$ cat src/hdl/vpi_pkg.sv
`timescale 1ns / 1ps
// ----------------------------------------------------------------------------
// vpi_pkg
// Shared types and constants for the velocity-form PI controller: item
// structs, operation and register codes, fixed-point widths.
// ----------------------------------------------------------------------------
package vpi_pkg;

  // fixed-point layout of the drive output (unsigned 16.16)
  localparam int FRAC_BITS = 16;
  localparam int DATA_W    = 16;
  localparam int OUT_W     = 32;
  localparam logic [OUT_W-1:0] OUT_MAX = '1;

  // accumulator + p + i - previous p needs two extra magnitude bits and a sign
  localparam int SUM_W     = OUT_W + 3;
  localparam int PROD_W    = OUT_W + 1;

  // configuration register port
  localparam int CFG_IDX_W = 1;

  typedef enum logic [CFG_IDX_W-1:0] {
    CFG_PGAIN = 1'b0,
    CFG_IGAIN = 1'b1
  } cfg_reg_t;

  typedef enum logic {
    OP_STEP   = 1'b0,
    OP_PRESET = 1'b1
  } op_t;

  typedef struct packed {
    op_t                      operation;
    logic signed [DATA_W-1:0] error_value;
    logic [DATA_W-1:0]        preset_output;
  } in_item_t;

  typedef struct packed {
    logic [OUT_W-1:0] drive_output;
    logic             saturated;
  } out_item_t;

  // controller state carried from one item to the next
  typedef struct packed {
    logic [OUT_W-1:0]        acc;
    logic signed [OUT_W-1:0] prev_p;
  } vpi_state_t;

endpackage

$ cat src/hdl/vpi_step.sv
`timescale 1ns / 1ps
// ----------------------------------------------------------------------------
// vpi_step
// Combinational update for one item: two gain products, the wide velocity
// sum, clamp to the unsigned 16.16 range, and the preset path.
// ----------------------------------------------------------------------------
module vpi_step (
  input  vpi_pkg::in_item_t           item,
  input  logic [vpi_pkg::DATA_W-1:0]  pgain,
  input  logic [vpi_pkg::DATA_W-1:0]  igain,
  input  vpi_pkg::vpi_state_t         state_cur,
  output vpi_pkg::vpi_state_t         state_next,
  output vpi_pkg::out_item_t          result
);

  logic signed [vpi_pkg::PROD_W-1:0] p_full;
  logic signed [vpi_pkg::PROD_W-1:0] i_full;
  logic signed [vpi_pkg::SUM_W-1:0]  sum;
  logic                              under;
  logic                              over;

  // signed error times unsigned gain, exact
  assign p_full = $signed(item.error_value) * $signed({1'b0, pgain});
  assign i_full = $signed(item.error_value) * $signed({1'b0, igain});

  // old output + p + i - previous p, with room for both overflow directions
  assign sum = $signed({3'b000, state_cur.acc})
             + $signed({{2{p_full[vpi_pkg::PROD_W-1]}}, p_full})
             + $signed({{2{i_full[vpi_pkg::PROD_W-1]}}, i_full})
             - $signed({{3{state_cur.prev_p[vpi_pkg::OUT_W-1]}}, state_cur.prev_p});

  assign under = sum[vpi_pkg::SUM_W-1];
  assign over  = !sum[vpi_pkg::SUM_W-1] && (sum[vpi_pkg::SUM_W-2:vpi_pkg::OUT_W] != '0);

  // select preset, clamp or plain update
  always_comb begin
    state_next = state_cur;
    result     = '0;
    if (item.operation == vpi_pkg::OP_PRESET) begin
      state_next.acc    = vpi_pkg::OUT_W'(item.preset_output) << vpi_pkg::FRAC_BITS;
      state_next.prev_p = '0;
      result.saturated  = 1'b0;
    end else if (under) begin
      state_next.acc    = '0;
      state_next.prev_p = '0;
      result.saturated  = 1'b1;
    end else if (over) begin
      state_next.acc    = vpi_pkg::OUT_MAX;
      state_next.prev_p = '0;
      result.saturated  = 1'b1;
    end else begin
      state_next.acc    = sum[vpi_pkg::OUT_W-1:0];
      state_next.prev_p = p_full[vpi_pkg::OUT_W-1:0];
      result.saturated  = 1'b0;
    end
    result.drive_output = state_next.acc;
  end

endmodule

$ cat src/hdl/velocity_pi_controller_top.sv
`timescale 1ns / 1ps
// ----------------------------------------------------------------------------
// velocity_pi_controller_top
// Incremental PI controller with a 16.16 unsigned output. Each item is a
// control step on a signed error or a preset of the output; each item gives
// one result with the new output and a clamp flag.
// ----------------------------------------------------------------------------
// The block takes one item every clock cycle while the output side is ready.
// Each item is captured in an input register, the whole update (two 16x16
// gain products, one 35-bit sum and the clamp) runs against the accumulator
// while the item sits in that register, and the
// result lands in an output register. The accumulator and stored proportional
// term are updated as the item leaves the input register, so back-to-back
// items see each other's state. While a result waits in the output register
// one more item is still accepted into the input register. Gains are written
// through the configuration port, which is always ready; write them only
// while no item is in flight.
module velocity_pi_controller_top (
  input  logic                             clk,
  input  logic                             rst,
  input  logic                             in_valid,
  output logic                             in_ready,
  input  vpi_pkg::in_item_t                in_item,
  output logic                             out_valid,
  input  logic                             out_ready,
  output vpi_pkg::out_item_t               out_item,
  input  logic                             cfg_valid,
  output logic                             cfg_ready,
  input  logic [vpi_pkg::CFG_IDX_W-1:0]    cfg_index,
  input  logic [vpi_pkg::DATA_W-1:0]       cfg_data
);

  logic [vpi_pkg::DATA_W-1:0] pgain;
  logic [vpi_pkg::DATA_W-1:0] igain;
  logic                       s1_valid;
  vpi_pkg::in_item_t          s1_item;
  logic                       s1_move;
  vpi_pkg::vpi_state_t        state;
  vpi_pkg::vpi_state_t        state_next;
  vpi_pkg::out_item_t         result;

  assign cfg_ready = 1'b1;

  // gain registers
  always_ff @(posedge clk) begin
    if (rst) begin
      pgain <= '0;
      igain <= '0;
    end else if (cfg_valid) begin
      unique case (vpi_pkg::cfg_reg_t'(cfg_index))
        vpi_pkg::CFG_PGAIN: pgain <= cfg_data;
        vpi_pkg::CFG_IGAIN: igain <= cfg_data;
        default: ;
      endcase
    end
  end

  // handshake: stage one advances when the output register is free or drains
  assign s1_move  = s1_valid && (!out_valid || out_ready);
  assign in_ready = !s1_valid || s1_move;

  // input register
  always_ff @(posedge clk) begin
    if (rst) begin
      s1_valid <= 1'b0;
    end else if (in_ready) begin
      s1_valid <= in_valid;
    end
  end

  always_ff @(posedge clk) begin
    if (in_valid && in_ready) begin
      s1_item <= in_item;
    end
  end

  // per-item update
  vpi_step u_step (
    .item       (s1_item),
    .pgain      (pgain),
    .igain      (igain),
    .state_cur  (state),
    .state_next (state_next),
    .result     (result)
  );

  // controller state
  always_ff @(posedge clk) begin
    if (rst) begin
      state <= '0;
    end else if (s1_move) begin
      state <= state_next;
    end
  end

  // output register
  always_ff @(posedge clk) begin
    if (rst) begin
      out_valid <= 1'b0;
    end else if (s1_move) begin
      out_valid <= 1'b1;
    end else if (out_ready) begin
      out_valid <= 1'b0;
    end
  end

  always_ff @(posedge clk) begin
    if (s1_move) begin
      out_item <= result;
    end
  end

endmodule

$ cat config.mk
export PLATFORM = sky130hd
export DESIGN_NAME = velocity_pi_controller_top
export DESIGN_NICKNAME = d
export VERILOG_FILES = /design/src/hdl/vpi_pkg.sv /design/src/hdl/vpi_step.sv /design/src/hdl/velocity_pi_controller_top.sv
export SDC_FILE = /design/constraint.sdc
export NUM_CORES = 2
export LEC_CHECK = 0
export BUFFER_PORTS_ARGS = -buffer_cell sky130_fd_sc_hd__buf_4
export CORE_MARGIN = 2
export CORE_UTILIZATION = 56
export DETAILED_ROUTE_END_ITERATION = 12
export GPL_TIMING_DRIVEN = 0
export PLACE_DENSITY = 0.75
export SYNTH_ARGS = -nofsm -noshare
export SYNTH_HDL_FRONTEND = slang
export SYNTH_SLANG_ARGS = --single-unit
$ cat constraint.sdc
create_clock -name clk -period 13.28 [get_ports clk]
set_input_delay 0 -clock clk [delete_from_list [all_inputs] [get_ports clk]]
set_output_delay 0 -clock clk [all_outputs]
set_load 0.02 [all_outputs]
==> results_dict.tcl <==
set metrics [dict create \
    status "completed" \
    start_util_pct 56.5 \
    crit_fanout 10 \
    root_buffer "clkbuf_16" \
    crit_top_cell "fa_1" \
    track_usage_pct 31.8 \
    clk_pin_slew_worst_paths_ns 0.07 \
    r2r-start "pgain[9]" \
    hold_class "in -> reg" \
    ys_types 61 \
    antenna_found_initial 9 \
    avgViaCountPerCell 5.58 \
    grt_pass1_wl_um 114000 \
    area_growth_pct 9.90 \
    drcViolationCount 0 \
    fmax_mhz 78.4 \
    grt_pass1_vias 20900 \
    synth_seq_cells 164 \
    syn_inst 2793 \
    required_ns 13.60 \
    r2r_slack_ns 0.52 \
    rr_endpoint "out_item[25]" \
    skew_ns 0.0249 \
    startpoint "pgain[9]" \
    clkLatencyLatePin_ns 0.51 \
    num_rows 79 \
    async_flop_share_pct 0 \
    cts_buffers 17 \
    cpMaxStageDelayCell "dfxtp_1" \
    routed_wl_um 72600 \
    ff2ff_path_depth 41 \
    cp-end-kind "flop" \
    yosysWarningCount 0 \
    routedWlPerCell_um 20.3 \
    post_cts_buffers 0 \
    tightest_slew_ns 1.09 \
    synth_nets 3606 \
    io_pins 91 \
    setup_tns_ns 0 \
    die_x_um 220 \
    cts_buffer_depth 2 \
    finalSetupViolations 0 \
    cts.sinks 164 \
    tritoncts "built" \
    drive_gt1_share_pct 4.98 \
    port_buffers 88 \
    die_height_um 220 \
    hold_viol 0 \
    utilization_pct 62.1 \
    slew_viol_final 0 \
    syn_area_um2 26100 \
    num_vias 20000 \
    grt_overflow 0 \
    die_area_um2 48400 \
    nNetsFinal 3769 \
    postSynthAreaPerCell_um2 9.35 \
    synth-edff-count 66 \
    slew_headroom_pct 27.1 \
    maxCapViolCount 0 \
    synth-seq-area-share_pct 15.1 \
    core_um2 46300 \
    gp_routability_congestion 0.977 \
    period_minus_slack_ns 12.76 \
    rsz0062_at_grt "no" \
    dr.pass1.iters 7 \
    fillers 3987 \
    critical_path_class "reg -> reg" \
    postRouteAntennaNets 0 \
    h-tree-depth 4 \
    synthFlopType "dfxtp_1" \
    dpl.hpwl_um 60000 \
    cp-start-kind "flop" \
    finalCritPeriodShare_pct 96.1 \
    slowest_delay_ns 0.70 \
    critPathCapture "out_item[25]" \
    grt_max_degree 43 \
    arrival_ns 13.08 \
    drt_iter0_drc 1549 \
]
-- per-layer routing --
layer / global-route usage, % / vias to the layer above / part of all wire [%]
li1: - / 8916 / -
met1: 40.9 / 10100 / 39
met2: 51.0 / 820 / 47
met3: 6.72 / 185 / 8.1
met4: 16.1 / 4 / 5.4
met5: 0 / - / 0.037
-- layout by cell type, fill, tap and decap left out, types with 46 or more instances in the layout --
| cell | instances |
|---|---|
| inv_1 | 573 |
| edfxtp_1 | 66 |
| nand2_1 | 388 |
| nor2_1 | 61 |
| clkbuf_1 | 114 |
| o21ai_0 | 46 |
| dlygate4sd3_1 | 55 |
| fa_1 | 483 |
| ha_1 | 275 |
| a21oi_1 | 95 |
| buf_4 | 89 |
| and2_1 | 235 |
| dfxtp_1 | 98 |
-- critical path, delay by kind of cell, from the launching register on --
family | cells | cell delay [ns]
simple gates | 5 | 0.96
compound gates | 11 | 2.61
fa+ha+maj | 13 | 5.60
flops | 1 | 0.70
xor+xnor | 3 | 1.24
buf+inv | 9 | 1.44
-- cells by family (layout without fill, tap and decap cells) --
kind of cell | count (synthesis) | after routing | synth area share (%)
AND/OR/NAND/NOR | 792 | 792 | 14.6
adder cells (fa/ha/maj) | 758 | 758 | 50.2
buffers and inverters | 699 | 875 | 10.1
AO/OA/AOI/OAI | 317 | 317 | 7.85
flip-flops | 164 | 164 | 15.1
XOR/XNOR | 62 | 62 | 2.14
other | 1 | 3 | 0.0144
-- synth_stat cells, types with 6 or more instances --
cell	count	area, um^2
edfxtp_1	66	1980
a22o_1	25	219
nand2b_1	34	213
ha_1	275	3440
nor3_1	9	45.0
nand2_1	388	1460
o21a_1	8	60.1
fa_1	483	9670
xnor2_1	34	298
a211oi_1	16	120
dfxtp_1	98	1960
nor2_1	61	229
a31oi_1	19	119
nand3_1	21	105
inv_1	573	2150
and3_1	13	81.3
a21o_1	32	240
xor2_1	26	228
buf_2	9	45.0
a211o_1	6	52.6
o21bai_1	8	60.1
clkbuf_1	113	424
a21oi_1	95	475
o21ai_0	46	230
and2_1	236	1480
nor2b_1	10	62.6
o21ai_1	26	130
-- how the worst min path moves through the flow --
| stage | from | to | slack [ns] | cells after the start |
|---|---|---|---|---|
| 6_report | rst | state[34] | 0.07 | 2 |
| 3_3_place_gp | in_item[30] | s1_item[30] | 0.18 | 1 |
| 2_1_floorplan | in_item[0] | s1_item[0] | 0.1 | 0 |
| 3_5_place_dp | in_item[3] | s1_item[3] | 0.18 | 1 |
| 5_1_grt | rst | state[34] | 0.09 | 2 |
| 4_1_cts | rst | state[34] | 0.04 | 2 |
-- sequential cells by signal, indices dropped and copies added (netlist names) --
register	flops
igain	16
out_item	33
out_valid	1
pgain	16
s1_item	33
s1_valid	1
state	64
-- timing repair --
| action | CTS | global route |
|---|---|---|
| hold endpoints to repair | 67 | 0 |
| hold buffers | 55 | 0 |
| gates resized for setup | 0 | 2 |
| setup endpoints to repair | 0 | 10 |
-- layout make-up --
class,instances,area (um^2),area share [%]
antenna,2,5.00,0.0174
multi-input combinational,1930,19600,68.1
tap,607,759,2.65
buffer,124,482,1.68
sequential,164,3940,13.7
clock buffer,19,433,1.51
clock inverter,13,144,0.501
inverter,575,2160,7.52
timing repair buffer,144,1230,4.29
-- through the flow --
step	cell area (um^2)	setup slack, ns	cells	hold WS [ns]
4_1_cts	28700	0.637	3576	0.0402
6_report	28700	0.523	3578	0.0741
3_5_place_dp	27600	0.633	3489	0.179
5_1_grt	28700	0.0265	3576	0.0944
2_1_floorplan	26100	2.85	2793	0.0989
3_3_place_gp	27500	0.833	3488	0.178
Power is left out: the tool's default activity adds up to more than one toggle a clock period on the data nets, which glitch-free logic cannot reach.
